<file path="src/hw/rtl/sfa_pkg.sv">
// Shared types, widths and codes for the feature statistics anomaly checker.
package sfa_pkg;

	// Table geometry
	localparam int NUM_FEATURES = 16;
	localparam int FIDX_W       = 4;
	localparam int WINDOW_DEPTH = 64;
	localparam int WIDX_W       = 6;
	localparam int WADDR_W      = FIDX_W + WIDX_W;
	localparam int WSTORE_DEPTH = NUM_FEATURES * WINDOW_DEPTH;

	// Field widths
	localparam int SAMPLE_W = 32;
	localparam int COUNT_W  = 32;
	localparam int MEAN_W   = 48;
	localparam int M2_W     = 64;
	localparam int FILL_W   = 7;
	localparam int CMD_W    = 3;
	localparam int SCORE_W  = 16;
	localparam int STATUS_W = 2;

	// Arithmetic unit widths
	localparam int DIVD_W  = 64;
	localparam int DIVS_W  = 32;
	localparam int MUL_W   = 64;
	localparam int PROD_W  = 2 * MUL_W;
	localparam int RNUM_W  = 96;
	localparam int RDEN_W  = 80;
	localparam int ROOT_W  = 16;
	localparam int RACC_W  = 114;

	// Commands
	localparam logic [CMD_W-1:0] CMD_ADD       = 3'd0;
	localparam logic [CMD_W-1:0] CMD_ZCHECK    = 3'd1;
	localparam logic [CMD_W-1:0] CMD_MACHECK   = 3'd2;
	localparam logic [CMD_W-1:0] CMD_READ      = 3'd3;
	localparam logic [CMD_W-1:0] CMD_CLEAR     = 3'd4;
	localparam logic [CMD_W-1:0] CMD_CLEAR_ALL = 3'd5;

	// Check status codes
	localparam logic [STATUS_W-1:0] ST_OK       = 2'd0;
	localparam logic [STATUS_W-1:0] ST_LOW_DATA = 2'd1;
	localparam logic [STATUS_W-1:0] ST_ZERO_VAR = 2'd2;

	// Check constants
	localparam logic [COUNT_W-1:0] MIN_COUNT      = 32'd10;
	localparam logic [SCORE_W-1:0] ZERO_VAR_SCORE = 16'd2560;
	localparam logic [SCORE_W-1:0] MA_LIMIT       = 16'd640;
	localparam logic [6:0]         CAP_RESET      = 7'd64;

	// One feature's statistics record
	typedef struct packed {
		logic [COUNT_W-1:0]  count;
		logic [MEAN_W-1:0]   mean;
		logic [M2_W-1:0]     m2;
		logic [SAMPLE_W-1:0] vmin;
		logic [SAMPLE_W-1:0] vmax;
		logic [FILL_W-1:0]   fill;
		logic [WIDX_W-1:0]   head;
	} feat_entry_t;

	typedef enum logic [4:0] {
		S_IDLE,
		S_LOAD,
		S_INIT,
		S_MEAN_GO,
		S_MEAN_WAIT,
		S_M2_GO,
		S_M2_WAIT,
		S_WIN_WR,
		S_VAR_GO,
		S_VAR_WAIT,
		S_Z_CHK,
		S_Z_MUL,
		S_MA_CHK,
		S_MA_RUN,
		S_MA_SQ,
		S_MA_SQW,
		S_MA_B,
		S_MA_AW,
		S_ROOT_GO,
		S_ROOT_WAIT,
		S_FINISH
	} state_t;

endpackage

</file>
<file path="src/hw/rtl/sfa_root.sv">
// Bit-serial search for the largest s with s*s*den <= num, one bit per cycle.
module sfa_root (
	input  logic                       clk,
	input  logic                       arst_n,
	input  logic                       start,
	input  logic [sfa_pkg::RNUM_W-1:0] num,
	input  logic [sfa_pkg::RDEN_W-1:0] den,
	output logic                       done,
	output logic [sfa_pkg::ROOT_W-1:0] root
);

	localparam int AW    = sfa_pkg::RACC_W;
	localparam int BIT_W = $clog2(sfa_pkg::ROOT_W);

	logic                       busy_q;
	logic                       done_q;
	logic [BIT_W-1:0]           bit_q;
	logic [AW-1:0]              num_q;
	logic [AW-1:0]              t_q;   // den * s^2
	logic [AW-1:0]              v_q;   // den * s shifted up by bit + 1
	logic [AW-1:0]              p_q;   // den shifted up by twice the bit
	logic [sfa_pkg::ROOT_W-1:0] s_q;
	logic [AW-1:0]              cand;
	logic                       take;

	// Trial value den * (s + 2^bit)^2
	always_comb begin
		cand = t_q + v_q + p_q;
		take = cand <= num_q;
	end

	// Control
	always_ff @(posedge clk or negedge arst_n) begin
		if (!arst_n) begin
			busy_q <= 1'b0;
			done_q <= 1'b0;
			bit_q  <= '0;
		end else begin
			done_q <= 1'b0;
			if (start) begin
				busy_q <= 1'b1;
				bit_q  <= BIT_W'(sfa_pkg::ROOT_W - 1);
			end else if (busy_q) begin
				bit_q <= bit_q - 1'b1;
				if (bit_q == '0) begin
					busy_q <= 1'b0;
					done_q <= 1'b1;
				end
			end
		end
	end

	// Datapath: keep the shifted terms up to date without a barrel shifter
	always_ff @(posedge clk) begin
		if (start) begin
			num_q <= AW'(num);
			t_q   <= '0;
			v_q   <= '0;
			p_q   <= AW'(den) << (2 * (sfa_pkg::ROOT_W - 1));
			s_q   <= '0;
		end else if (busy_q) begin
			s_q <= {s_q[sfa_pkg::ROOT_W-2:0], take};
			p_q <= p_q >> 2;
			if (take) begin
				t_q <= cand;
				v_q <= (v_q >> 1) + p_q;
			end else begin
				v_q <= v_q >> 1;
			end
		end
	end

	assign done = done_q;
	assign root = s_q;

endmodule
</file>
<file path="config.mk">
export PLATFORM = sky130hd
export DESIGN_NAME = sfa_root
export DESIGN_NICKNAME = d
export VERILOG_FILES = /design/src/hw/rtl/sfa_pkg.sv /design/src/hw/rtl/sfa_root.sv
export SDC_FILE = /design/constraint.sdc
export NUM_CORES = 2
export LEC_CHECK = 0
export ABC_CLOCK_PERIOD_IN_PS = 7550
export BUFFER_PORTS_ARGS = -buffer_cell sky130_fd_sc_hd__buf_2
export CORE_MARGIN = 2
export CORE_UTILIZATION = 63
export CTS_CLUSTER_SIZE = 12
export DETAILED_ROUTE_END_ITERATION = 10
export PLACE_DENSITY_LB_ADDON = 0.15
export SYNTH_ARGS = -nofsm -noshare
export SYNTH_HDL_FRONTEND = slang
export SYNTH_SLANG_ARGS = --single-unit
export TNS_END_PERCENT = 30
</file>
<file path="constraint.sdc">
create_clock -name clk -period 7.55 [get_ports clk]
set_input_delay 1.8875 -clock clk [delete_from_list [all_inputs] [get_ports clk]]
set_output_delay 1.8875 -clock clk [all_outputs]
set_load 0.01 [all_outputs]
</file>
==> impl_metrics.csv <==
group,metric,value,unit
status,status,"completed",
yosys,syn_area,36100,um2
timing,fin_worst_skew,36.2,ps
clocking,tritoncts,"done",
yosys,avgSynthCellArea,8.96,um2
power_and_ir_drop,p_per_area,150,nW/um2
routing,antenna_left,0,
setup_path,path_max_fanout,7,
run,drv_cap,0,
clocking,cts_inserted_buffers,53,
finish,area_growth,18.5,%
floorplanning,pin_count,196,
power_and_ir_drop,ir_worst_vdd,0.000205,V
floorplanning,core_area,56500,um2
global_routing,grt_antenna_before_repair,2,
routing,drt_iter0_markers,2889,
setup_path,cp_slowest_cell,"fa_1",
finish,drive_gt1_share,18.0,%
timing,slew_headroom,8.40,%
floorplanning,initial_utilization,63.9,%
global_routing,top_usage_layer,"met2",
timing,setup-tns-final,0,ps
timing,hold_viol_final,0,
routing,drt-total-wl,112000,um
timing,finalMaxSlewViolations,0,
routing,vias,33489,
clocking,cts.sinks,456,
yosys,syn-num-nets,4645,
global_routing,grt_use_total,36.5,%
global_routing,grt-ovfl-total,0,
timing,tightest_slew,1360,ps
yosys,ys_seq_elements,456,
hold_path,hold_path_class,"reg -> reg",
placement,io_buffers,195,
global_routing,grt_pass1_vias,32442,
timing,fin_crit,7420,ps
floorplanning,dieArea,59300,um2
setup_path,critical_path.max_stage_delay,470,ps
finish,layoutNonFillerInstCount,5293,
setup_path,start_kind,"register",
timing,rsz0062_at_grt,"true",
global_routing,use_met1,49.0,%
global_routing,grt_pass1_wl,174000,um
floorplanning,die_y,243,um
placement,dp_slack,-435,ps
setup_path,worstSetupPathType,"reg -> reg",
clocking,cts-root-buf,"clkbuf_16",
placement,dpl.cell_count,5173,
finish,diodes,0,
clocking,cts.path.max_buffers,3,
yosys,ys_async_sr_fraction,1.32,%
finish,n_fill_cell,4115,
finish,layout_common_cells,"423 x nor2_1, 392 x buf_4, 333 x a21oi_1, 319 x ha_1, 274 x nand2_1",
setup_path,arrival,7850,ps
clocking,htreeDepth,2,
finish,final_net_count,5105,
setup_path,cp-end-kind,"register",
setup_path,crit_required,7990,ps
global_routing,grt_max_degree,188,
placement,place_congestion,1.03,
timing,min_period_over_period,98.2,%
power_and_ir_drop,leakage,0.0194,uW
routing,firstDrtPassIters,6,
global_routing,use_met3,5.52,%
placement,hpwl,85400,um
yosys,synth_edf_count,176,
finish,layout_commonest_cell,"nor2_1",
yosys,yosys.cell_types.count,98,
power_and_ir_drop,power,6440,uW
routing,viasPerCell,6.33,
yosys,postSynthCellCount,4032,
clocking,hold_buffers,0,
floorplanning,rows,87,
floorplanning,fp.dieW,243,um
routing,route.detailed.drc,0,
clocking,cts.clk_slew.worst_paths,60,ps
timing,clock.fmax,135,MHz
global_routing,use_met2,58.9,%
clocking,clkLatencyLatePin,640,ps
yosys,synth-seq-area-share,30.2,%
timing,setup_viol,0,
timing,finalWorstSetupSlack,135,ps
yosys,synth_warnings,0,
routing,wire_per_inst,21.1,um
yosys,ys.flop_type,"dfxtp_1",
## synth_stat cells (81+ instances only)
cell type / instances / area (um2)
a22o_1: 81 / 709
a211oi_1: 132 / 991
nand4_1: 100 / 626
nor2_1: 427 / 1600
a21oi_1: 344 / 1720
mux2i_1: 238 / 2380
nand2_1: 276 / 1040
inv_1: 177 / 664
xnor2_1: 131 / 1150
a21o_1: 107 / 803
edfxtp_1: 176 / 5290
clkbuf_1: 174 / 653
fa_1: 112 / 2240
ha_1: 322 / 4030
dfxtp_1: 274 / 5490
o21ai_0: 180 / 901
## critical path: cells and delay by family (launching register included)
| family | cells | cell delay (ps) |
|---|---|---|
| adders and majority gates | 3 | 1110 |
| AOI/OAI and AO/OA | 12 | 2580 |
| and+or+nand+nor | 7 | 1830 |
| DFF | 1 | 410 |
| xor gates and xnor gates | 1 | 300 |
| muxes | 1 | 190 |
| buffers and inverters | 5 | 800 |
## registers in the layout, indices dropped and copies added (netlist names)
name	flops
bit_q	4
num_q	96
p_q	110
busy_q	1
v_q	114
done	1
root	16
t_q	114
## per-stage QoR
step / util, % / cell area [um2] / hold WS (ps)
after detailed placement: 71.4 / 40300 / 459
final: 75.8 / 42800 / 479
after global placement: 71.4 / 40300 / 450
after global routing: 75.8 / 42800 / 511
after CTS: 74.7 / 42200 / 476
after floorplan: - / 36100 / 437
## layout make-up
type / count / area, um2 / share of cell area, %
clock inverters: 28 / 308 / 0.719
well taps: 756 / 946 / 2.21
repair buffers: 616 / 4480 / 10.5
multi-input cells: 3187 / 24000 / 56.1
clock buffers: 72 / 1470 / 3.43
inverters: 178 / 669 / 1.56
flip-flops and latches: 456 / 10900 / 25.5
## final timing paths
| check | cells past startpoint | slack (ps) | endpoint | start |
|---|---|---|---|---|
| min in group asynchronous | 1 | 1100 | bit_q[0] | arst_n |
| max reg2reg | 29 | 130 | v_q[46] | v_q[24] |
| min reg2reg | 1 | 480 | t_q[112] | t_q[112] |
| min | 1 | 480 | t_q[112] | t_q[112] |
| max | 29 | 130 | v_q[46] | v_q[24] |
| max in group asynchronous | 1 | 6240 | busy_q | arst_n |
## layer usage
metal | vias up | routed length, um | part of all wire (%)
li1 | 15770 | - | -
met1 | 15971 | 47300 | 42
met2 | 1454 | 51000 | 46
met3 | 292 | 8200 | 7.3
met4 | 2 | 5200 | 4.7
met5 | - | 12 | 0.011
## power breakdown
group	total, uW	switching (uW)	leakage, uW	internal [uW]
logic	1050	612	0.0144	433
registers	2730	74.1	0.00409	2660
clock network	2660	1120	0.000875	1540
## cell families after synthesis
group           count (synthesis)  share of synthesized area [%]
compound gates               1186                           21.7
simple gates                 1120                           14.4
flops                         456                           30.2
fa+ha+maj                     434                           17.4
buf+inv                       389                           4.55
mux                           241                           6.69
xor+xnor                      206                           4.99
## what timing repair did
item | CTS | global route
buffers inserted | 2 | 16
pin swaps | 12 | 41
endpoints found under the setup margin | 229 | 229
gates cloned | 1 | 2
hold endpoints to repair | 0 | 0
resized for setup | 17 | 96
Note: power is estimated with default switching activity, not from simulation.
