### config.mk
export PLATFORM = sky130hd
export DESIGN_NAME = sfa_mul
export DESIGN_NICKNAME = d
export VERILOG_FILES = /design/src/hw/rtl/sfa_pkg.sv /design/src/hw/rtl/sfa_mul.sv
export SDC_FILE = /design/constraint.sdc
export NUM_CORES = 2
export LEC_CHECK = 0
export BUFFER_PORTS_ARGS = -buffer_cell sky130_fd_sc_hd__buf_2
export CORE_ASPECT_RATIO = 1.1
export CORE_MARGIN = 4
export CORE_UTILIZATION = 60
export CTS_CLUSTER_SIZE = 40
export DETAILED_ROUTE_END_ITERATION = 7
export GPL_TIMING_DRIVEN = 0
export PLACE_DENSITY = 0.78
export SYNTH_ARGS = -nofsm -noshare
export SYNTH_HDL_FRONTEND = slang
export SYNTH_SLANG_ARGS = --single-unit
### constraint.sdc
create_clock -name clk -period 10.45 [get_ports clk]
set_input_delay 0.5225 -clock clk [delete_from_list [all_inputs] [get_ports clk]]
set_output_delay 0.5225 -clock clk [all_outputs]
set_load 0.05 [all_outputs]
### src/hw/rtl/sfa_pkg.sv
// Shared types, widths and codes for the feature statistics anomaly checker.
package sfa_pkg;

	// Table geometry
	localparam int NUM_FEATURES = 16;
	localparam int FIDX_W       = 4;
	localparam int WINDOW_DEPTH = 64;
	localparam int WIDX_W       = 6;
	localparam int WADDR_W      = FIDX_W + WIDX_W;
	localparam int WSTORE_DEPTH = NUM_FEATURES * WINDOW_DEPTH;

	// Field widths
	localparam int SAMPLE_W = 32;
	localparam int COUNT_W  = 32;
	localparam int MEAN_W   = 48;
	localparam int M2_W     = 64;
	localparam int FILL_W   = 7;
	localparam int CMD_W    = 3;
	localparam int SCORE_W  = 16;
	localparam int STATUS_W = 2;

	// Arithmetic unit widths
	localparam int DIVD_W  = 64;
	localparam int DIVS_W  = 32;
	localparam int MUL_W   = 64;
	localparam int PROD_W  = 2 * MUL_W;
	localparam int RNUM_W  = 96;
	localparam int RDEN_W  = 80;
	localparam int ROOT_W  = 16;
	localparam int RACC_W  = 114;

	// Commands
	localparam logic [CMD_W-1:0] CMD_ADD       = 3'd0;
	localparam logic [CMD_W-1:0] CMD_ZCHECK    = 3'd1;
	localparam logic [CMD_W-1:0] CMD_MACHECK   = 3'd2;
	localparam logic [CMD_W-1:0] CMD_READ      = 3'd3;
	localparam logic [CMD_W-1:0] CMD_CLEAR     = 3'd4;
	localparam logic [CMD_W-1:0] CMD_CLEAR_ALL = 3'd5;

	// Check status codes
	localparam logic [STATUS_W-1:0] ST_OK       = 2'd0;
	localparam logic [STATUS_W-1:0] ST_LOW_DATA = 2'd1;
	localparam logic [STATUS_W-1:0] ST_ZERO_VAR = 2'd2;

	// Check constants
	localparam logic [COUNT_W-1:0] MIN_COUNT      = 32'd10;
	localparam logic [SCORE_W-1:0] ZERO_VAR_SCORE = 16'd2560;
	localparam logic [SCORE_W-1:0] MA_LIMIT       = 16'd640;
	localparam logic [6:0]         CAP_RESET      = 7'd64;

	// One feature's statistics record
	typedef struct packed {
		logic [COUNT_W-1:0]  count;
		logic [MEAN_W-1:0]   mean;
		logic [M2_W-1:0]     m2;
		logic [SAMPLE_W-1:0] vmin;
		logic [SAMPLE_W-1:0] vmax;
		logic [FILL_W-1:0]   fill;
		logic [WIDX_W-1:0]   head;
	} feat_entry_t;

	typedef enum logic [4:0] {
		S_IDLE,
		S_LOAD,
		S_INIT,
		S_MEAN_GO,
		S_MEAN_WAIT,
		S_M2_GO,
		S_M2_WAIT,
		S_WIN_WR,
		S_VAR_GO,
		S_VAR_WAIT,
		S_Z_CHK,
		S_Z_MUL,
		S_MA_CHK,
		S_MA_RUN,
		S_MA_SQ,
		S_MA_SQW,
		S_MA_B,
		S_MA_AW,
		S_ROOT_GO,
		S_ROOT_WAIT,
		S_FINISH
	} state_t;

endpackage

### src/hw/rtl/sfa_mul.sv
// Wide unsigned multiplier built from four registered 32x32 partial products.
module sfa_mul (
	input  logic                       clk,
	input  logic                       arst_n,
	input  logic                       start,
	input  logic [sfa_pkg::MUL_W-1:0]  a,
	input  logic [sfa_pkg::MUL_W-1:0]  b,
	output logic                       done,
	output logic [sfa_pkg::PROD_W-1:0] product
);

	localparam int HW = sfa_pkg::MUL_W / 2;

	logic                       busy_q;
	logic                       done_q;
	logic [2:0]                 step_q;
	logic [sfa_pkg::MUL_W-1:0]  a_q;
	logic [sfa_pkg::MUL_W-1:0]  b_q;
	logic [sfa_pkg::MUL_W-1:0]  pp_q;
	logic                       pp_v_q;
	logic [1:0]                 pp_sh_q;
	logic [sfa_pkg::PROD_W-1:0] acc_q;
	logic [HW-1:0]              op_a;
	logic [HW-1:0]              op_b;
	logic [1:0]                 op_sh;
	logic [sfa_pkg::PROD_W-1:0] pp_al;

	// Pick the halves for this step
	always_comb begin
		case (step_q)
			3'd0: begin
				op_a = a_q[HW-1:0];  op_b = b_q[HW-1:0];  op_sh = 2'd0;
			end
			3'd1: begin
				op_a = a_q[HW-1:0];  op_b = b_q[2*HW-1:HW]; op_sh = 2'd1;
			end
			3'd2: begin
				op_a = a_q[2*HW-1:HW]; op_b = b_q[HW-1:0];  op_sh = 2'd1;
			end
			default: begin
				op_a = a_q[2*HW-1:HW]; op_b = b_q[2*HW-1:HW]; op_sh = 2'd2;
			end
		endcase
	end

	// Align the registered partial product
	always_comb begin
		case (pp_sh_q)
			2'd0:    pp_al = {{HW{1'b0}}, {HW{1'b0}}, pp_q};
			2'd1:    pp_al = {{HW{1'b0}}, pp_q, {HW{1'b0}}};
			default: pp_al = {pp_q, {HW{1'b0}}, {HW{1'b0}}};
		endcase
	end

	// Control
	always_ff @(posedge clk or negedge arst_n) begin
		if (!arst_n) begin
			busy_q <= 1'b0;
			done_q <= 1'b0;
			step_q <= '0;
			pp_v_q <= 1'b0;
		end else begin
			done_q <= 1'b0;
			if (start) begin
				busy_q <= 1'b1;
				step_q <= '0;
				pp_v_q <= 1'b0;
			end else if (busy_q) begin
				if (step_q != 3'd4) begin
					step_q <= step_q + 3'd1;
					pp_v_q <= 1'b1;
				end else begin
					pp_v_q <= 1'b0;
					busy_q <= 1'b0;
					done_q <= 1'b1;
				end
			end
		end
	end

	// Datapath: register each partial product, then add it into the accumulator
	always_ff @(posedge clk) begin
		if (start) begin
			a_q   <= a;
			b_q   <= b;
			acc_q <= '0;
		end else if (busy_q) begin
			pp_q    <= op_a * op_b;
			pp_sh_q <= op_sh;
			if (pp_v_q)
				acc_q <= acc_q + pp_al;
		end
	end

	assign done    = done_q;
	assign product = acc_q;

endmodule

==> flow_metrics.env <==
export IMPL_status="finished, violations left"
export IMPL_violations="design-rule violations"
export IMPL_row_count=114
export IMPL_cts_buffer_depth=3
export IMPL_ys_warn_count=0
export IMPL_fin_crit_ns=10.36
export IMPL_rr_startpoint="step_q[0]"
export IMPL_cp_data_arrival_time_ns=10.70
export IMPL_hp_class="input pin to flip-flop"
export IMPL_muxShareOfSynthArea_pct=3.11
export IMPL_synth_compound_area_share_pct=10.7
export IMPL_grt_max_degree=109
export IMPL_global_route_peak_usage_layer="met2"
export IMPL_setup_viol=0
export IMPL_cts_sinks=328
export IMPL_critical_path_class="flip-flop to flip-flop"
export IMPL_grt_util_met1_pct=53.0
export IMPL_multi_input_area_sq_um=40400
export IMPL_synth_distinct_cells=82
export IMPL_drt_vias_per_instance=6.28
export IMPL_yosys_area_share_simple_pct=15.4
export IMPL_drtPass1Iterations=8
export IMPL_tns_ns=0
export IMPL_final_seq_area_sq_um=8540
export IMPL_die_area_sq_um=93200
export IMPL_initial_core_util_pct=60.4
export IMPL_synth_seq_area_share_pct=16.1
export IMPL_synth_nets=7424
export IMPL_htree_levels=2
export IMPL_max_slew_margin_pct=3.99
export IMPL_routedWlPerCell_microns=28.7
export IMPL_reg2reg_depth=31
export IMPL_grt_pass1_wl_microns=312000
export IMPL_hold_depth=1
export IMPL_synth_seq_cells=328
export IMPL_dp_cells=7434
export IMPL_r2r_setup_slack_ns=0.09
export IMPL_cp_max_fo=10
export IMPL_synthArstFlopShare_pct=1.83
export IMPL_crit_path_frequent_cell="fa_1"
export IMPL_grt_antenna_before_repair=9
export IMPL_routed_wl_microns=216000
export IMPL_track_usage_pct=45.9
export IMPL_synthAdderAreaFrac_pct=43.2
export IMPL_die_h_microns=320
export IMPL_vias=47300
export IMPL_fillers=7118
export IMPL_layout_cells_non_filler=7539
export IMPL_worst_hold_slack_ns=0.0886
export IMPL_synth_area_sq_um=53000
export IMPL_avgSynthCellArea_sq_um=8.83
export IMPL_synth_top_family_by_area="adder cells"
export IMPL_maxCapViolCount=0
export IMPL_grt_use_met2_pct=70.8
export IMPL_period_share_pct=99.1
export IMPL_portBuffers=259
export IMPL_insertion_delay_ns=0.61
export IMPL_reg2reg_to="pp_q[63]"
export IMPL_worstMarginPinSlew_ns=1.40
export IMPL_skew_ns=0.0209
export IMPL_ys_flop_type="edfxtp_1"
export IMPL_synth_xor_area_share_pct=2.84
export IMPL_hold_violations=0
export IMPL_cp_end_kind="flip-flop"
export IMPL_fmax_mhz=96.6
export IMPL_cp_slowest_cell="fa_1"
export IMPL_cts_buffers=39
export IMPL_io_pins=260
export IMPL_use_met3_pct=14.1
export IMPL_maxSlewViolCount=0
export IMPL_root_buffer="clkbuf_16"
export IMPL_startpoint_type="flip-flop"
export IMPL_min_from="a[48]"
export IMPL_grt_pass1_vias=48500
export IMPL_drive_above_1_share_pct=10.2
export IMPL_slowest_delay_ns=0.63
export IMPL_core_sq_um=87700
export IMPL_nets=7765
export IMPL_synth_cells=6002
export IMPL_syn_to_final_growth_pct=10.1
export IMPL_clk_pin_slew_ns=0.07
export IMPL_cp_required_ns=10.80
export IMPL_overflow=0
export IMPL_post_dp_hpwl_microns=179000
export IMPL_place_congestion=1.08
export IMPL_hold_end="a_q[48]"
export IMPL_drtIter0Drc=5075
export IMPL_drc=2
export IMPL_dieWidth_microns=291
export IMPL_antenna_left=0
export IMPL_cts_tree="done"
export IMPL_synth_edf_count=194
[repair_timing]
item / in CTS / in global routing
pin swaps: 1 / 3
hold buffers: 1 / 0
setup buffers: 20 / 15
gates cloned: 0 / 1
gates resized for setup: 220 / 76
endpoints found under the setup margin: 44 / 9
endpoints found under the hold margin: 6 / 0
[layer usage]
metal  vias to the layer above  share of wire (%)  wire (microns)
li1                      19900                  -               -
met1                     23100                 33           72100
met2                      3373                 43           93800
met3                       992                 12           26600
met4                         8                 11           23600
met5                         -              0.046              99
[worst max path at each step]
stage	cells past startpoint	to	slack, ns	startpoint
2_1_floorplan	35	pp_q[63]	1.14	step_q[0]
3_3_place_gp	30	pp_q[63]	-2.75	step_q[0]
3_5_place_dp	30	pp_q[63]	-2.63	step_q[0]
4_1_cts	30	pp_q[63]	0.006	step_q[0]
5_1_grt	31	pp_q[63]	-0.07	step_q[0]
6_report	31	pp_q[63]	0.09	step_q[0]
[layout by cell type, fill, tap and decap left out, drive strengths merged, types with 14 or more instances in the layout]
| cell type | instances |
|---|---|
| edfxtp | 194 |
| mux2 | 63 |
| mux2i | 94 |
| nor2b | 17 |
| and2 | 78 |
| dfxtp | 128 |
| nand4 | 85 |
| nand2b | 29 |
| nand2 | 786 |
| nor3 | 52 |
| a21boi | 14 |
| a21oi | 333 |
| a21o | 97 |
| and3 | 16 |
| fa | 897 |
| inv | 925 |
| o21bai | 49 |
| nand3 | 42 |
| xor2 | 62 |
| a211oi | 24 |
| a31oi | 24 |
| o21ai | 197 |
| buf | 351 |
| xnor2 | 110 |
| a22o | 37 |
| ha | 394 |
| clkinv | 14 |
| o21a | 21 |
| nor2 | 767 |
| clkbuf | 288 |
| o31ai | 15 |
[cell type report]
class | instances | share of cell area, %
repair buffers | 309 | 3.11
diodes | 6 | 0.0257
inverters | 920 | 5.92
clock buffers | 41 | 1.69
flip-flops and latches | 328 | 14.6
multi-input cells | 4451 | 69.2
clock inverters | 30 | 0.513
well taps | 1160 | 2.49
plain buffers | 294 | 2.43
[sequential cells by signal, summed over array words and instances (netlist names)]
register / flops
pp_q: 64
a_q: 64
done: 1
pp_v_q: 1
product: 128
pp_sh_q: 2
b_q: 64
busy_q: 1
step_q: 3
[per-stage QoR]
stage | util, % | instance area, sq um | setup slack [ns]
final | 66.5 | 58300 | 0.0927
after floorplan | - | 53000 | 1.14
after global placement | 63.6 | 55800 | -2.75
after global routing | 66.5 | 58300 | -0.0658
after detailed placement | 63.8 | 56000 | -2.63
after CTS | 66.2 | 58100 | 0.00565
[logic make-up after synthesis]
group,after synthesis
and+or+nand+nor,1931
adders and majority gates,1291
buffers and inverters,1223
AOI/OAI and AO/OA,900
DFF,328
xor gates and xnor gates,172
muxes,157
[Yosys cell counts, drive strengths merged, types with 29 or more instances]
| master | instances | share of area, % |
|---|---|---|
| xor2 | 62 | 1.0 |
| edfxtp | 194 | 11 |
| fa | 897 | 34 |
| mux2i | 94 | 1.8 |
| mux2 | 63 | 1.3 |
| o21bai | 49 | 0.69 |
| nand2 | 786 | 5.6 |
| buf | 32 | 0.25 |
| ha | 394 | 9.3 |
| nor2 | 767 | 5.4 |
| clkbuf | 271 | 1.9 |
| o21ai | 197 | 1.9 |
| dfxtp | 128 | 4.8 |
| a21o | 97 | 1.4 |
| nand2b | 29 | 0.34 |
| inv | 920 | 6.5 |
| a21oi | 333 | 3.1 |
| nand4 | 85 | 1.0 |
| xnor2 | 110 | 1.8 |
| and2 | 78 | 0.92 |
| nand3 | 42 | 0.40 |
| nor3 | 52 | 0.49 |
| a22o | 37 | 0.61 |
[critical path: cells and delay by family, from the launching register on]
kind            cells  cell delay (ns)
flops               1             0.40
compound gates      6             1.38
fa+ha+maj          10             5.10
mux                 1             0.26
xor+xnor            1             0.13
buf+inv             7             1.50
simple gates        6             1.31
Power is not shown: default switching activity piles up to over one toggle a cycle in this logic, so the estimate is an artifact.
