===== src/hw/rtl/sfa_pkg.sv =====
// Shared types, widths and codes for the feature statistics anomaly checker.
package sfa_pkg;

	// Table geometry
	localparam int NUM_FEATURES = 16;
	localparam int FIDX_W       = 4;
	localparam int WINDOW_DEPTH = 64;
	localparam int WIDX_W       = 6;
	localparam int WADDR_W      = FIDX_W + WIDX_W;
	localparam int WSTORE_DEPTH = NUM_FEATURES * WINDOW_DEPTH;

	// Field widths
	localparam int SAMPLE_W = 32;
	localparam int COUNT_W  = 32;
	localparam int MEAN_W   = 48;
	localparam int M2_W     = 64;
	localparam int FILL_W   = 7;
	localparam int CMD_W    = 3;
	localparam int SCORE_W  = 16;
	localparam int STATUS_W = 2;

	// Arithmetic unit widths
	localparam int DIVD_W  = 64;
	localparam int DIVS_W  = 32;
	localparam int MUL_W   = 64;
	localparam int PROD_W  = 2 * MUL_W;
	localparam int RNUM_W  = 96;
	localparam int RDEN_W  = 80;
	localparam int ROOT_W  = 16;
	localparam int RACC_W  = 114;

	// Commands
	localparam logic [CMD_W-1:0] CMD_ADD       = 3'd0;
	localparam logic [CMD_W-1:0] CMD_ZCHECK    = 3'd1;
	localparam logic [CMD_W-1:0] CMD_MACHECK   = 3'd2;
	localparam logic [CMD_W-1:0] CMD_READ      = 3'd3;
	localparam logic [CMD_W-1:0] CMD_CLEAR     = 3'd4;
	localparam logic [CMD_W-1:0] CMD_CLEAR_ALL = 3'd5;

	// Check status codes
	localparam logic [STATUS_W-1:0] ST_OK       = 2'd0;
	localparam logic [STATUS_W-1:0] ST_LOW_DATA = 2'd1;
	localparam logic [STATUS_W-1:0] ST_ZERO_VAR = 2'd2;

	// Check constants
	localparam logic [COUNT_W-1:0] MIN_COUNT      = 32'd10;
	localparam logic [SCORE_W-1:0] ZERO_VAR_SCORE = 16'd2560;
	localparam logic [SCORE_W-1:0] MA_LIMIT       = 16'd640;
	localparam logic [6:0]         CAP_RESET      = 7'd64;

	// One feature's statistics record
	typedef struct packed {
		logic [COUNT_W-1:0]  count;
		logic [MEAN_W-1:0]   mean;
		logic [M2_W-1:0]     m2;
		logic [SAMPLE_W-1:0] vmin;
		logic [SAMPLE_W-1:0] vmax;
		logic [FILL_W-1:0]   fill;
		logic [WIDX_W-1:0]   head;
	} feat_entry_t;

	typedef enum logic [4:0] {
		S_IDLE,
		S_LOAD,
		S_INIT,
		S_MEAN_GO,
		S_MEAN_WAIT,
		S_M2_GO,
		S_M2_WAIT,
		S_WIN_WR,
		S_VAR_GO,
		S_VAR_WAIT,
		S_Z_CHK,
		S_Z_MUL,
		S_MA_CHK,
		S_MA_RUN,
		S_MA_SQ,
		S_MA_SQW,
		S_MA_B,
		S_MA_AW,
		S_ROOT_GO,
		S_ROOT_WAIT,
		S_FINISH
	} state_t;

endpackage


===== src/hw/rtl/sfa_div.sv =====
// Restoring unsigned divider, one quotient bit per cycle.
module sfa_div (
	input  logic                       clk,
	input  logic                       arst_n,
	input  logic                       start,
	input  logic [sfa_pkg::DIVD_W-1:0] dividend,
	input  logic [sfa_pkg::DIVS_W-1:0] divisor,
	output logic                       done,
	output logic [sfa_pkg::DIVD_W-1:0] quotient
);

	localparam int CNT_W = $clog2(sfa_pkg::DIVD_W);

	logic                       busy_q;
	logic                       done_q;
	logic [CNT_W-1:0]           cnt_q;
	logic [sfa_pkg::DIVD_W-1:0] quo_q;
	logic [sfa_pkg::DIVS_W-1:0] rem_q;
	logic [sfa_pkg::DIVS_W-1:0] dsr_q;
	logic [sfa_pkg::DIVS_W:0]   rem_sh;
	logic                       ge;
	logic [sfa_pkg::DIVS_W:0]   rem_nx;

	// Shift in the next dividend bit and trial subtract
	always_comb begin
		rem_sh = {rem_q, quo_q[sfa_pkg::DIVD_W-1]};
		ge     = rem_sh >= {1'b0, dsr_q};
		rem_nx = ge ? (rem_sh - {1'b0, dsr_q}) : rem_sh;
	end

	// Control: count the bit steps
	always_ff @(posedge clk or negedge arst_n) begin
		if (!arst_n) begin
			busy_q <= 1'b0;
			done_q <= 1'b0;
			cnt_q  <= '0;
		end else begin
			done_q <= 1'b0;
			if (start) begin
				busy_q <= 1'b1;
				cnt_q  <= '0;
			end else if (busy_q) begin
				cnt_q <= cnt_q + 1'b1;
				if (cnt_q == CNT_W'(sfa_pkg::DIVD_W - 1)) begin
					busy_q <= 1'b0;
					done_q <= 1'b1;
				end
			end
		end
	end

	// Datapath: quotient bits enter where the dividend leaves
	always_ff @(posedge clk) begin
		if (start) begin
			quo_q <= dividend;
			rem_q <= '0;
			dsr_q <= divisor;
		end else if (busy_q) begin
			quo_q <= {quo_q[sfa_pkg::DIVD_W-2:0], ge};
			rem_q <= rem_nx[sfa_pkg::DIVS_W-1:0];
		end
	end

	assign done     = done_q;
	assign quotient = quo_q;

endmodule


===== config.mk =====
export PLATFORM = sky130hd
export DESIGN_NAME = sfa_div
export DESIGN_NICKNAME = d
export VERILOG_FILES = /design/src/hw/rtl/sfa_pkg.sv /design/src/hw/rtl/sfa_div.sv
export SDC_FILE = /design/constraint.sdc
export NUM_CORES = 1
export LEC_CHECK = 0
export BUFFER_PORTS_ARGS = -buffer_cell sky130_fd_sc_hd__buf_4
export CORE_ASPECT_RATIO = 0.7
export CORE_MARGIN = 5
export CORE_UTILIZATION = 29
export DETAILED_ROUTE_END_ITERATION = 6
export PLACE_DENSITY = 0.44
export REMOVE_ABC_BUFFERS = 1
export SETUP_SLACK_MARGIN = 0.15
export SLEW_MARGIN = 20
export SYNTH_ARGS = -nofsm -noshare
export SYNTH_HDL_FRONTEND = slang
export SYNTH_SLANG_ARGS = --single-unit

===== constraint.sdc =====
create_clock -name clk -period 5.8 [get_ports clk]
set_input_delay 0.87 -clock clk [delete_from_list [all_inputs] [get_ports clk]]
set_output_delay 0.87 -clock clk [all_outputs]
set_load 0.02 [all_outputs]

==> key figures, run 1 <==
Pwr
  – Pint: approximately 1.9 mW
  – Sw Pwr: ~670 µW
  – VDD IR max: roughly 210 µV
  – Comb power frac: between 10% and 20%
  – Sw Ratio: roughly a quarter
  – Clock share of power: between 40% and 50%
  – P_leak: 3.88 nW
  – Flop pwr share: about 44%
  – Pwr dens: 277 nW/µm²

Layout
  – Antenna cells: 0
  – Share of cells above drive strength 1: roughly a third
  – Area grow syn2layout: 28.6%
  – FF/Latch Area: around 3700 µm²
  – Most frequent cells in the layout: buf_4, edfxtp_1, nand2_1
  – Final core utilization: a little under two fifths
  – Nets: 948
  – Fillcell total: 2456
  – Multi-input gate area in the final layout: between 3000 and 4000 µm²
  – Final Cell Area: 9390 µm²
  – Most common cell after layout, fill and taps aside: buf_4

Clock network
  – Postcts setup bufs: 0
  – Post-CTS Resized: 0
  – Worst-path clk slew: roughly 0.06 ns
  – Clk buf depth: 2
  – CTS tree: built
  – TritonCTS buffer count: 17
  – Clock Sinks: approximately 140
  – Post-CTS Hold Fix Bufs: 0
  – Root Buffer: clkbuf_16
  – Clock insertion delay at the later pin of the skew report: around 0.43 ns
  – H-tree depth: 4

Drt
  – DRC Markers: 0
  – Post-DR wirelength/cell: 18.0 µm
  – Via count: 5717
  – Total routed wirelength: 20800 µm
  – DRT Pass-1 Iters: 5
  – Final ANT Viol Nets: 0
  – Via density: ~5
  – Iter 0 DRT Violations: about 520

Worst hold path
  – Hold crit path type: primary input to async pin

Worst setup path
  – Worst path required time: between 6 and 7 ns
  – CP max stage cell: and2_1
  – Startpoint Class: register
  – Crit path cell chain: inv_1 -> ha_1 -> o21ai_1 -> a221oi_2 -> and4_1 -> nor3_2 -> a21oi_4 -> and2_1 -> nand2_1 -> o211ai_1
  – WS Path Type: register to register
  – Worst Path Max Fanout: 15
  – CP Buf/Inv Count: 1
  – Crit. End Element: register
  – Crit path largest cell delay: around 0.64 ns
  – Crit path DAT: between 3 and 4 ns
  – Critical path's top delay family: simple AND/OR/NAND/NOR gates

Synthesis
  – Yosys warns: 0
  – Number of synthesized flops with an enable pin: 96
  – Synth top area share: between 30% and 40%
  – Post-synth ARST share: 5.88%
  – Distinct cells, synth: 69
  – Area leader, netlist: edfxtp_1
  – Post-Syn Instances: 657
  – Synth Register Bits: about 140
  – Top_reg_cell synth: edfxtp_1
  – Synth area leaders: edfxtp_1, mux2_2, dfxtp_1
  – Post-synthesis sequential area ratio: 51.0%
  – Cell Area, Synth: 7300 µm²
  – Syn_area_per_cell: 11.1 µm²

GRT
  – Largest net degree at the start of global routing: 69
  – Global-route wire length before repair: approximately 32000 µm
  – Grt ovf: 0
  – Global-route usage over all layers: 14.6%
  – Initial antenna violation count: 0
  – Vias in the first global route: approximately 5700

Floorplanning
  – Die Wd: about 200 µm
  – Area of the die: 28500 µm²
  – Die Height: between 100 and 150 µm
  – Row count: 48
  – Initial Util: 29.5%
  – Ports: roughly 160
  – Core area: between 20000 and 25000 µm²

Placed design
  – DP Wirelength: 14900 µm
  – Place WS: ~2.5 ns
  – Port bufs: 163
  – Post-DP Area: 8830 µm²
  – Placer Congestion: about 0.8

STA
  – Final worst slack: around 2.5 ns
  – Max_slew headroom: roughly two fifths
  – Final Cycle Share: a little under three fifths
  – Clk_skew: between 0.01 and 0.015 ns
  – Unrepaired setup endpoints after global routing: false
  – Number of endpoints failing setup at the final stage: 0
  – Actual slew at the worst max-slew pin: about 0.89 ns
  – Crit path time final: around 3.3 ns
  – Final hold slack: about 0.25 ns
  – Sum Neg Setup Slack: 0 ns
  – Max Slew Vio Count: 0
  – Fmax: slightly above 300 MHz
  – Final hold viol count: 0

Status
  – Status: finished, final reports clean

Run
  – Maxcap violations: 0
## power groups by stage
stage / Clock [mW] / Sequential, mW / Combinational (mW)
finish: 1.06 / 1.15 / 0.382
global route: 1.14 / 1.16 / 0.411
CTS: 1.10 / 1.15 / 0.386
detailed placement: 0 / 1.17 / 0.384
global placement: 0 / 1.17 / 0.383
floorplan: 0 / 1.23 / 0.138
## per-layer routing
layer | vias to the layer above | share of wire, % | GRT usage, %
met5 | - | 0 | 0
li1 | 2756 | - | -
met4 | 0 | 1.5 | 4.61
met1 | 2779 | 50 | 21.0
met3 | 19 | 6.3 | 4.72
met2 | 163 | 42 | 20.9
## final timing paths
kind	start	to	slack, ns	depth (start not counted)
max	dsr_q[17]$_DFFE_PP_	rem_q[28]$_SDFFE_PP0P_	2.49	10
min	arst_n	done$_DFF_PN0_	0.25	1
max reg2reg	dsr_q[17]$_DFFE_PP_	rem_q[28]$_SDFFE_PP0P_	2.49	10
min reg2reg	rem_q[19]$_SDFFE_PP0P_	rem_q[19]$_SDFFE_PP0P_	0.48	2
max in group asynchronous	arst_n	cnt_q[4]$_DFFE_PN0P_	5.42	1
min in group clk	rem_q[19]$_SDFFE_PP0P_	rem_q[19]$_SDFFE_PP0P_	0.48	2
## flip-flops by register name, indices dropped and copies added (netlist names)
name      cells
done          1
cnt_q         6
rem_q        32
busy_q        1
dsr_q        32
quotient     64
## layout make-up
cell class | count | share of cell area [%]
sequential | 136 | 39.6
multi-input combinational | 448 | 34.9
timing repair buffer | 168 | 13.4
clock buffer | 18 | 4.57
tap | 325 | 4.33
inverter | 44 | 1.76
clock inverter | 13 | 1.40
## per-stage QoR
step / power (mW) / instances
finish: 2.60 / 1152
global route: 2.71 / 1152
CTS: 2.64 / 1152
detailed placement: 1.56 / 1121
global placement: 1.55 / 1121
floorplan: 1.37 / 628
## cell families after synthesis
logic type | after synthesis | synth area share, %
and+or+nand+nor | 175 | 11.8
muxes | 69 | 10.6
AOI/OAI and AO/OA | 143 | 13.3
buffers and inverters | 73 | 4.23
DFF | 136 | 51.0
xor gates and xnor gates | 27 | 3.24
adders and majority gates | 34 | 5.93
## synth_stat cells (13+ instances only)
| cell type | count |
|---|---|
| edfxtp_1 | 96 |
| nand2_1 | 65 |
| mux2_2 | 63 |
| inv_1 | 44 |
| nor2_1 | 43 |
| ha_1 | 33 |
| a21oi_1 | 32 |
| dfxtp_1 | 32 |
| o21ai_0 | 22 |
| a311oi_1 | 16 |
| clkbuf_1 | 16 |
| xnor2_1 | 14 |
| xor2_1 | 13 |
(Power assumes the default switching activity.)
==> run 2: changes to the inputs <==
--- a/config.mk
+++ b/config.mk
@@ -10,7 +10,7 @@
 export CORE_MARGIN = 5
 export CORE_UTILIZATION = 29
 export DETAILED_ROUTE_END_ITERATION = 6
-export PLACE_DENSITY = 0.44
+export PLACE_DENSITY = 0.46
 export REMOVE_ABC_BUFFERS = 1
 export SETUP_SLACK_MARGIN = 0.15
 export SLEW_MARGIN = 20
==> constraint.sdc (replaced) <==
create_clock -name clk -period 2.9 [get_ports clk]
set_input_delay 0.435 -clock clk [delete_from_list [all_inputs] [get_ports clk]]
set_output_delay 0.435 -clock clk [all_outputs]
set_load 0.02 [all_outputs]
==> key figures, run 2 (same netlist as run 1, synthesis figures left out) <==
Layout
  – Max reg flops: 64 (unchanged)
  – Nets: 996 (was 948)
  – Area grow syn2layout: 38.4% (was 28.6%)
  – Share of cells above drive strength 1: 41.1% (was 33.3%)
  – Antenna cells: 0 (unchanged)
  – Final core utilization: 40.9% (was 38.0%)
  – Most common cell after layout, fill and taps aside: buf_4 (unchanged)
  – Most frequent cells in the layout: buf_4, edfxtp_1, nand2_1 (unchanged)

Floorplanning
  – Die Height: 143 µm (unchanged)
  – Area of the die: 28500 µm² (unchanged)
  – Core area: 24700 µm² (unchanged)
  – Ports: 164 (unchanged)
  – Row count: 48 (unchanged)
  – Initial Util: 29.5% (unchanged)
  – Die Wd: 200 µm (unchanged)

Drt
  – Iter 0 DRT Violations: 321 (was 517)
  – Final ANT Viol Nets: 0 (unchanged)
  – Via density: 4.87 (was 4.96)
  – Via count: 5851 (was 5717)
  – DRC Markers: 0 (unchanged)
  – Total routed wirelength: 21300 µm (was 20800 µm)
  – DRT Pass-1 Iters: 5 (unchanged)
  – Post-DR wirelength/cell: 17.7 µm (was 18.0 µm)

STA
  – Crit path time final: 2.73 ns (was 3.31 ns)
  – Max Slew Vio Count: 0 (unchanged)
  – Actual slew at the worst max-slew pin: 0.510 ns (was 0.888 ns)
  – Final worst slack: 0.173 ns (was 2.49 ns)
  – Max_slew headroom: 66.0% (was 40.8%)
  – Fmax: 367 MHz (was 302 MHz)
  – Clk_skew: 0.0107 ns (was 0.0144 ns)
  – Unrepaired setup endpoints after global routing: true (was false)
  – Number of endpoints failing setup at the final stage: 0 (unchanged)
  – Final hold viol count: 0 (unchanged)
  – Final Cycle Share: 94.0% (was 57.0%)

GRT
  – Initial antenna violation count: 0 (unchanged)
  – Global-route wire length before repair: 33200 µm (was 32400 µm)
  – Vias in the first global route: 5951 (was 5690)
  – Global-route usage over all layers: 14.9% (was 14.6%)
  – Largest net degree at the start of global routing: 65 (was 69)
  – Grt ovf: 0 (unchanged)

Worst setup path
  – Reg2reg setup slack: 0.17 ns (was 2.49 ns)
  – CP max stage cell: or4_1 (was and2_1)
  – Crit path cell chain: inv_1 -> ha_1 -> o21ai_1 -> a221oi_2 -> and4_1 -> nor3_2 -> a21oi_4 -> nand2_4 -> buf_6 -> or4_1 -> nand3_1 (was inv_1 -> ha_1 -> o21ai_1 -> a221oi_2 -> and4_1 -> nor3_2 -> a21oi_4 -> and2_1 -> nand2_1 -> o211ai_1)
  – FF-to-FF path depth: 11 (was 10)
  – Reg2reg end: rem_q[29]$_SDFFE_PP0P_ (was rem_q[28]$_SDFFE_PP0P_)
  – Critical R2R Launch: dsr_q[18]$_DFFE_PP_ (was dsr_q[17]$_DFFE_PP_)
  – Worst Path Max Fanout: 7 (was 15)
  – WS Path Type: register to register (unchanged)
  – Crit path DAT: 3.09 ns (was 3.65 ns)
  – Crit. End Element: register (unchanged)
  – Crit path largest cell delay: 0.49 ns (was 0.64 ns)
  – Startpoint Class: register (unchanged)
  – Worst path required time: 3.26 ns (was 6.14 ns)

Placed design
  – Placer Congestion: 0.879 (was 0.802)
  – DP Wirelength: 15500 µm (was 14900 µm)
  – Place WS: -0.0342 ns (was 2.54 ns)
  – Port bufs: 163 (unchanged)

Clock network
  – Clock insertion delay at the later pin of the skew report: 0.43 ns (about the same)
  – Clock Sinks: 136 (unchanged)
  – Root Buffer: clkbuf_16 (unchanged)
  – Worst-path clk slew: 0.06 ns (about the same)
  – CTS tree: built (unchanged)
  – Clk buf depth: 2 (unchanged)
  – H-tree depth: 4 (unchanged)
  – TritonCTS buffer count: 17 (unchanged)

Worst hold path
  – Hold crit path type: primary input to register (was primary input to async pin)
  – Worst hold start: divisor[23]
  – Worst hold endpoint: dsr_q[23]$_DFFE_PP_
  – Hold Crit Depth: 1

Pwr
  – VDD IR max: 422 µV (was 207 µV)
  – Power Total: 5.35 mW (was 2.60 mW)
  – Pwr dens: 529 nW/µm² (was 277 nW/µm²)
  – P_leak: 4.21 nW (was 3.88 nW)

Status
  – Status: finished, final reports clean (unchanged)

Run
  – Maxcap violations: 0 (unchanged)
-- run 2: report_power, final --
part	internal, mW	leakage (nW)	switching, mW
registers	2.24	1.36	0.0674
clock network	1.37	0.284	0.850
logic	0.408	2.57	0.417
total	4.02	4.21	1.33
-- run 2: worst max path at each step --
| stage | slack, ns | cells after the start | endpoint | from |
|---|---|---|---|---|
| 2_1_floorplan | -0.37 | 2 | quotient[0]$_DFFE_PP_ | busy_q$_DFF_PN0_ |
| 3_3_place_gp | 0.02 | 11 | rem_q[15]$_SDFFE_PP0P_ | dsr_q[1]$_DFFE_PP_ |
| 3_5_place_dp | -0.03 | 11 | rem_q[23]$_SDFFE_PP0P_ | dsr_q[1]$_DFFE_PP_ |
| 4_1_cts | 0.13 | 11 | rem_q[12]$_SDFFE_PP0P_ | dsr_q[22]$_DFFE_PP_ |
| 5_1_grt | 0.04 | 12 | rem_q[29]$_SDFFE_PP0P_ | dsr_q[17]$_DFFE_PP_ |
| 6_report | 0.17 | 11 | rem_q[29]$_SDFFE_PP0P_ | dsr_q[18]$_DFFE_PP_ |
-- run 2: layout make-up --
cell class / instances / area, µm²
clock inverter: 12 / 153
timing repair buffer: 216 / 1710
clock buffer: 20 / 447
tap: 325 / 407
sequential: 136 / 3720
inverter: 44 / 165
fill: 2433 / 14600
multi-input combinational: 448 / 3510
-- run 2: worst max-delay path: cells and delay by family (launching register included) --
family / cells / cell delay [ns]
AO/OA/AOI/OAI: 3 / 0.68
flip-flops: 1 / 0.32
AND/OR/NAND/NOR: 5 / 1.09
buffers and inverters: 2 / 0.20
adder cells (fa/ha/maj): 1 / 0.36
-- run 2: per-layer routing --
layer | share of wire [%] | wire length [µm] | up-vias | global-route usage, %
met5 | 0 | 0 | - | 0
met4 | 1.1 | 226 | 0 | 4.07
met2 | 46 | 9830 | 146 | 22.9
li1 | - | - | 2852 | -
met1 | 48 | 10200 | 2838 | 21.0
met3 | 4.7 | 1000 | 15 | 3.80
-- run 2: timing repair --
item                       in CTS  in global routing
gates resized for setup        11                 45
hold buffers                    1                  0
setup endpoints to repair      30                 33
pin swaps                       6                 22
gates cloned                    0                  1
hold endpoints to repair        8                  0
buffers inserted                4                  6
-- run 2: through the flow --
stage	hold slack, ns	TNS (ns)	instances	cell area, µm²
6_report	0.181	0	1201	10100
5_1_grt	0.156	0	1201	10100
4_1_cts	0.156	0	1194	9830
3_5_place_dp	0.261	-0.179	1157	9140
3_3_place_gp	0.256	0	1157	9140
2_1_floorplan	0.139	-23.60	628	7160
==> run 3: changes to the inputs <==
--- a/config.mk
+++ b/config.mk
@@ -6,11 +6,13 @@
 export NUM_CORES = 1
 export LEC_CHECK = 0
 export BUFFER_PORTS_ARGS = -buffer_cell sky130_fd_sc_hd__buf_4
+export CELL_PAD_IN_SITES_DETAIL_PLACEMENT = 2
+export CELL_PAD_IN_SITES_GLOBAL_PLACEMENT = 2
 export CORE_ASPECT_RATIO = 0.7
 export CORE_MARGIN = 5
-export CORE_UTILIZATION = 29
+export CORE_UTILIZATION = 32
 export DETAILED_ROUTE_END_ITERATION = 6
-export PLACE_DENSITY = 0.46
+export PLACE_DENSITY = 0.74
 export REMOVE_ABC_BUFFERS = 1
 export SETUP_SLACK_MARGIN = 0.15
 export SLEW_MARGIN = 20
==> key figures, run 3 (same netlist as run 1, synthesis figures left out) <==
Floorplanning
  – Initial Util: 32.4% (was 29.5%)
  – Area of the die: 26000 µm² (was 28500 µm²)
  – Core area: 22600 µm² (was 24700 µm²)
  – Die Height: 136 µm (was 143 µm)
  – Ports: 164 (unchanged)
  – Row count: 46 (was 48)
  – Die Wd: 191 µm (was 200 µm)

Clock network
  – CTS tree: built (unchanged)
  – Clock Sinks: 136 (unchanged)
  – Clock insertion delay at the later pin of the skew report: 0.43 ns (about the same)
  – H-tree depth: 4 (unchanged)
  – Worst-path clk slew: 0.07 ns (was 0.06 ns)
  – Clk buf depth: 2 (unchanged)
  – TritonCTS buffer count: 17 (unchanged)
  – Root Buffer: clkbuf_16 (unchanged)

Layout
  – Area grow syn2layout: 40.1% (was 38.4%)
  – Multi-input gate area in the final layout: 3620 µm² (was 3510 µm²)
  – Most frequent cells in the layout: buf_4, edfxtp_1, nand2_1 (unchanged)
  – Nets: 1000 (was 996)
  – Most common cell after layout, fill and taps aside: buf_4 (unchanged)
  – Final Non-Filler Cells: 1192 (was 1201)
  – Antenna cells: 0 (unchanged)
  – Fillcell total: 2353 (was 2433)
  – Max reg flops: 64 (unchanged)
  – FF/Latch Area: 3720 µm² (unchanged)
  – Share of cells above drive strength 1: 42.2% (was 41.1%)

GRT
  – Global-route usage over all layers: 20.2% (was 14.9%)
  – Vias in the first global route: 7012 (was 5951)
  – Largest net degree at the start of global routing: 48 (was 65)
  – Global-route wire length before repair: 40500 µm (was 33200 µm)
  – Grt ovf: 0 (unchanged)
  – Initial antenna violation count: 0 (unchanged)

Run
  – Maxcap violations: 0 (unchanged)

Placed design
  – Place WS: -0.0655 ns (was -0.0342 ns)
  – Placer Congestion: 0.859 (was 0.879)
  – DP Wirelength: 19500 µm (was 15500 µm)
  – Port bufs: 163 (unchanged)
  – Placed cells: 1143 (was 1157)

Pwr
  – VDD IR max: 420 µV (was 422 µV)
  – Flop pwr share: 41.8% (was 43.1%)
  – P_leak: 4.24 nW (was 4.21 nW)
  – Pint: 4.13 mW (was 4.02 mW)
  – Clock share of power: 42.6% (was 41.5%)
  – Pwr dens: 544 nW/µm² (was 529 nW/µm²)
  – Sw Ratio: 25.8% (was 24.9%)
  – Comb power frac: 15.7% (was 15.4%)
  – Sw Pwr: 1.44 mW (was 1.33 mW)

Status
  – Status: finished, final reports clean (unchanged)

Drt
  – Iter 0 DRT Violations: 293 (was 321)
  – Via count: 6104 (was 5851)
  – Post-DR wirelength/cell: 22.5 µm (was 17.7 µm)
  – Total routed wirelength: 26800 µm (was 21300 µm)
  – Via density: 5.12 (was 4.87)
  – Final ANT Viol Nets: 0 (unchanged)
  – DRT Pass-1 Iters: 4 (was 5)
  – DRC Markers: 0 (unchanged)

Worst setup path
  – WS Path Type: register to register (unchanged)
  – CP max stage cell: edfxtp_1 (was or4_1)
  – Worst path required time: 3.22 ns (was 3.26 ns)
  – Worst Path Max Fanout: 4 (was 7)
  – Critical path origin: dsr_q[14]$_DFFE_PP_ (was dsr_q[18]$_DFFE_PP_)
  – Reg2reg end: rem_q[23]$_SDFFE_PP0P_ (was rem_q[29]$_SDFFE_PP0P_)
  – Crit. End Element: register (unchanged)
  – Crit path DAT: 3.11 ns (was 3.09 ns)
  – Reg2reg setup slack: 0.11 ns (was 0.17 ns)
  – Critical R2R Launch: dsr_q[14]$_DFFE_PP_ (was dsr_q[18]$_DFFE_PP_)
  – Crit path largest cell delay: 0.37 ns (was 0.49 ns)
  – Crit path cell chain: inv_1 -> ha_1 -> a21oi_1 -> o21ai_2 -> a211oi_2 -> buf_4 -> and2_1 -> a21oi_1 -> buf_4 -> or3_1 -> a311oi_1 (was inv_1 -> ha_1 -> o21ai_1 -> a221oi_2 -> and4_1 -> nor3_2 -> a21oi_4 -> nand2_4 -> buf_6 -> or4_1 -> nand3_1)
  – FF-to-FF path depth: 11 (unchanged)
  – Setup crit end: rem_q[23]$_SDFFE_PP0P_ (was rem_q[29]$_SDFFE_PP0P_)
  – Startpoint Class: register (unchanged)

STA
  – Clk_skew: 0.0143 ns (was 0.0107 ns)
  – Crit path time final: 2.79 ns (was 2.73 ns)
  – Final Cycle Share: 96.2% (was 94.0%)
  – Max_slew headroom: 60.6% (was 66.0%)
  – Actual slew at the worst max-slew pin: 0.591 ns (was 0.510 ns)
  – Final hold viol count: 0 (unchanged)
  – Number of endpoints failing setup at the final stage: 0 (unchanged)
  – Max Slew Vio Count: 0 (unchanged)
  – Final worst slack: 0.111 ns (was 0.173 ns)
  – Fmax: 359 MHz (was 367 MHz)
  – Unrepaired setup endpoints after global routing: true (unchanged)

Worst hold path
  – Hold crit path type: primary input to register (unchanged)
-- run 3: how the worst min path moves through the flow --
| stage | startpoint | end | slack, ns | depth (start not counted) |
|---|---|---|---|---|
| 2_1_floorplan | arst_n | busy_q$_DFF_PN0_ | 0.14 | 0 |
| 3_3_place_gp | arst_n | done$_DFF_PN0_ | 0.26 | 1 |
| 3_5_place_dp | arst_n | done$_DFF_PN0_ | 0.26 | 1 |
| 4_1_cts | divisor[28] | dsr_q[28]$_DFFE_PP_ | 0.16 | 1 |
| 5_1_grt | divisor[7] | dsr_q[7]$_DFFE_PP_ | 0.16 | 1 |
| 6_report | divisor[28] | dsr_q[28]$_DFFE_PP_ | 0.18 | 1 |
-- run 3: final cells by class --
class | instances | area share (%)
inverters | 44 | 1.61
multi-input cells | 448 | 35.4
well taps | 312 | 3.82
flip-flops and latches | 136 | 36.4
clock buffers | 21 | 4.40
repair buffers | 220 | 16.7
clock inverters | 11 | 1.69
-- run 3: timing repair --
item / in CTS / in global routing
setup buffers: 1 / 15
hold buffers: 1 / 0
gates resized for setup: 25 / 44
setup endpoints to repair: 33 / 23
endpoints found under the hold margin: 8 / 0
pin swaps: 6 / 21
-- run 3: power groups by stage --
stage	clock [mW]	combinational, mW	sequential, mW
after floorplan	0	0.277	2.45
after detailed placement	0	0.817	2.36
final	2.37	0.873	2.32
after global routing	2.51	0.935	2.34
after global placement	0	0.786	2.35
after CTS	2.42	0.840	2.33
-- run 3: worst max-delay path: cells and delay by family (launching register included) --
kind | cells | cell delay [ns]
AND/OR/NAND/NOR | 2 | 0.56
adder cells (fa/ha/maj) | 1 | 0.26
AO/OA/AOI/OAI | 5 | 1.06
buffers and inverters | 3 | 0.44
flip-flops | 1 | 0.37
-- run 3: through the flow --
stage	utilization, %	cell area [µm²]	hold WS [ns]	TNS, ns	power [mW]
after floorplan	-	7160	0.139	-23.60	2.73
after global placement	40.4	9110	0.257	0	3.14
after detailed placement	40.4	9110	0.262	-0.0863	3.18
after CTS	43.7	9860	0.159	0	5.58
after global routing	45.3	10200	0.160	0	5.78
final	45.3	10200	0.180	0	5.56
-- run 3: routing by layer --
layer | vias up | global-route usage, % | part of all wire, %
li1 | 2843 | - | -
met1 | 3097 | 24.6 | 43
met2 | 147 | 34.0 | 48
met3 | 17 | 8.37 | 8.3
met4 | 0 | 3.87 | 0.88
met5 | - | 0 | 0
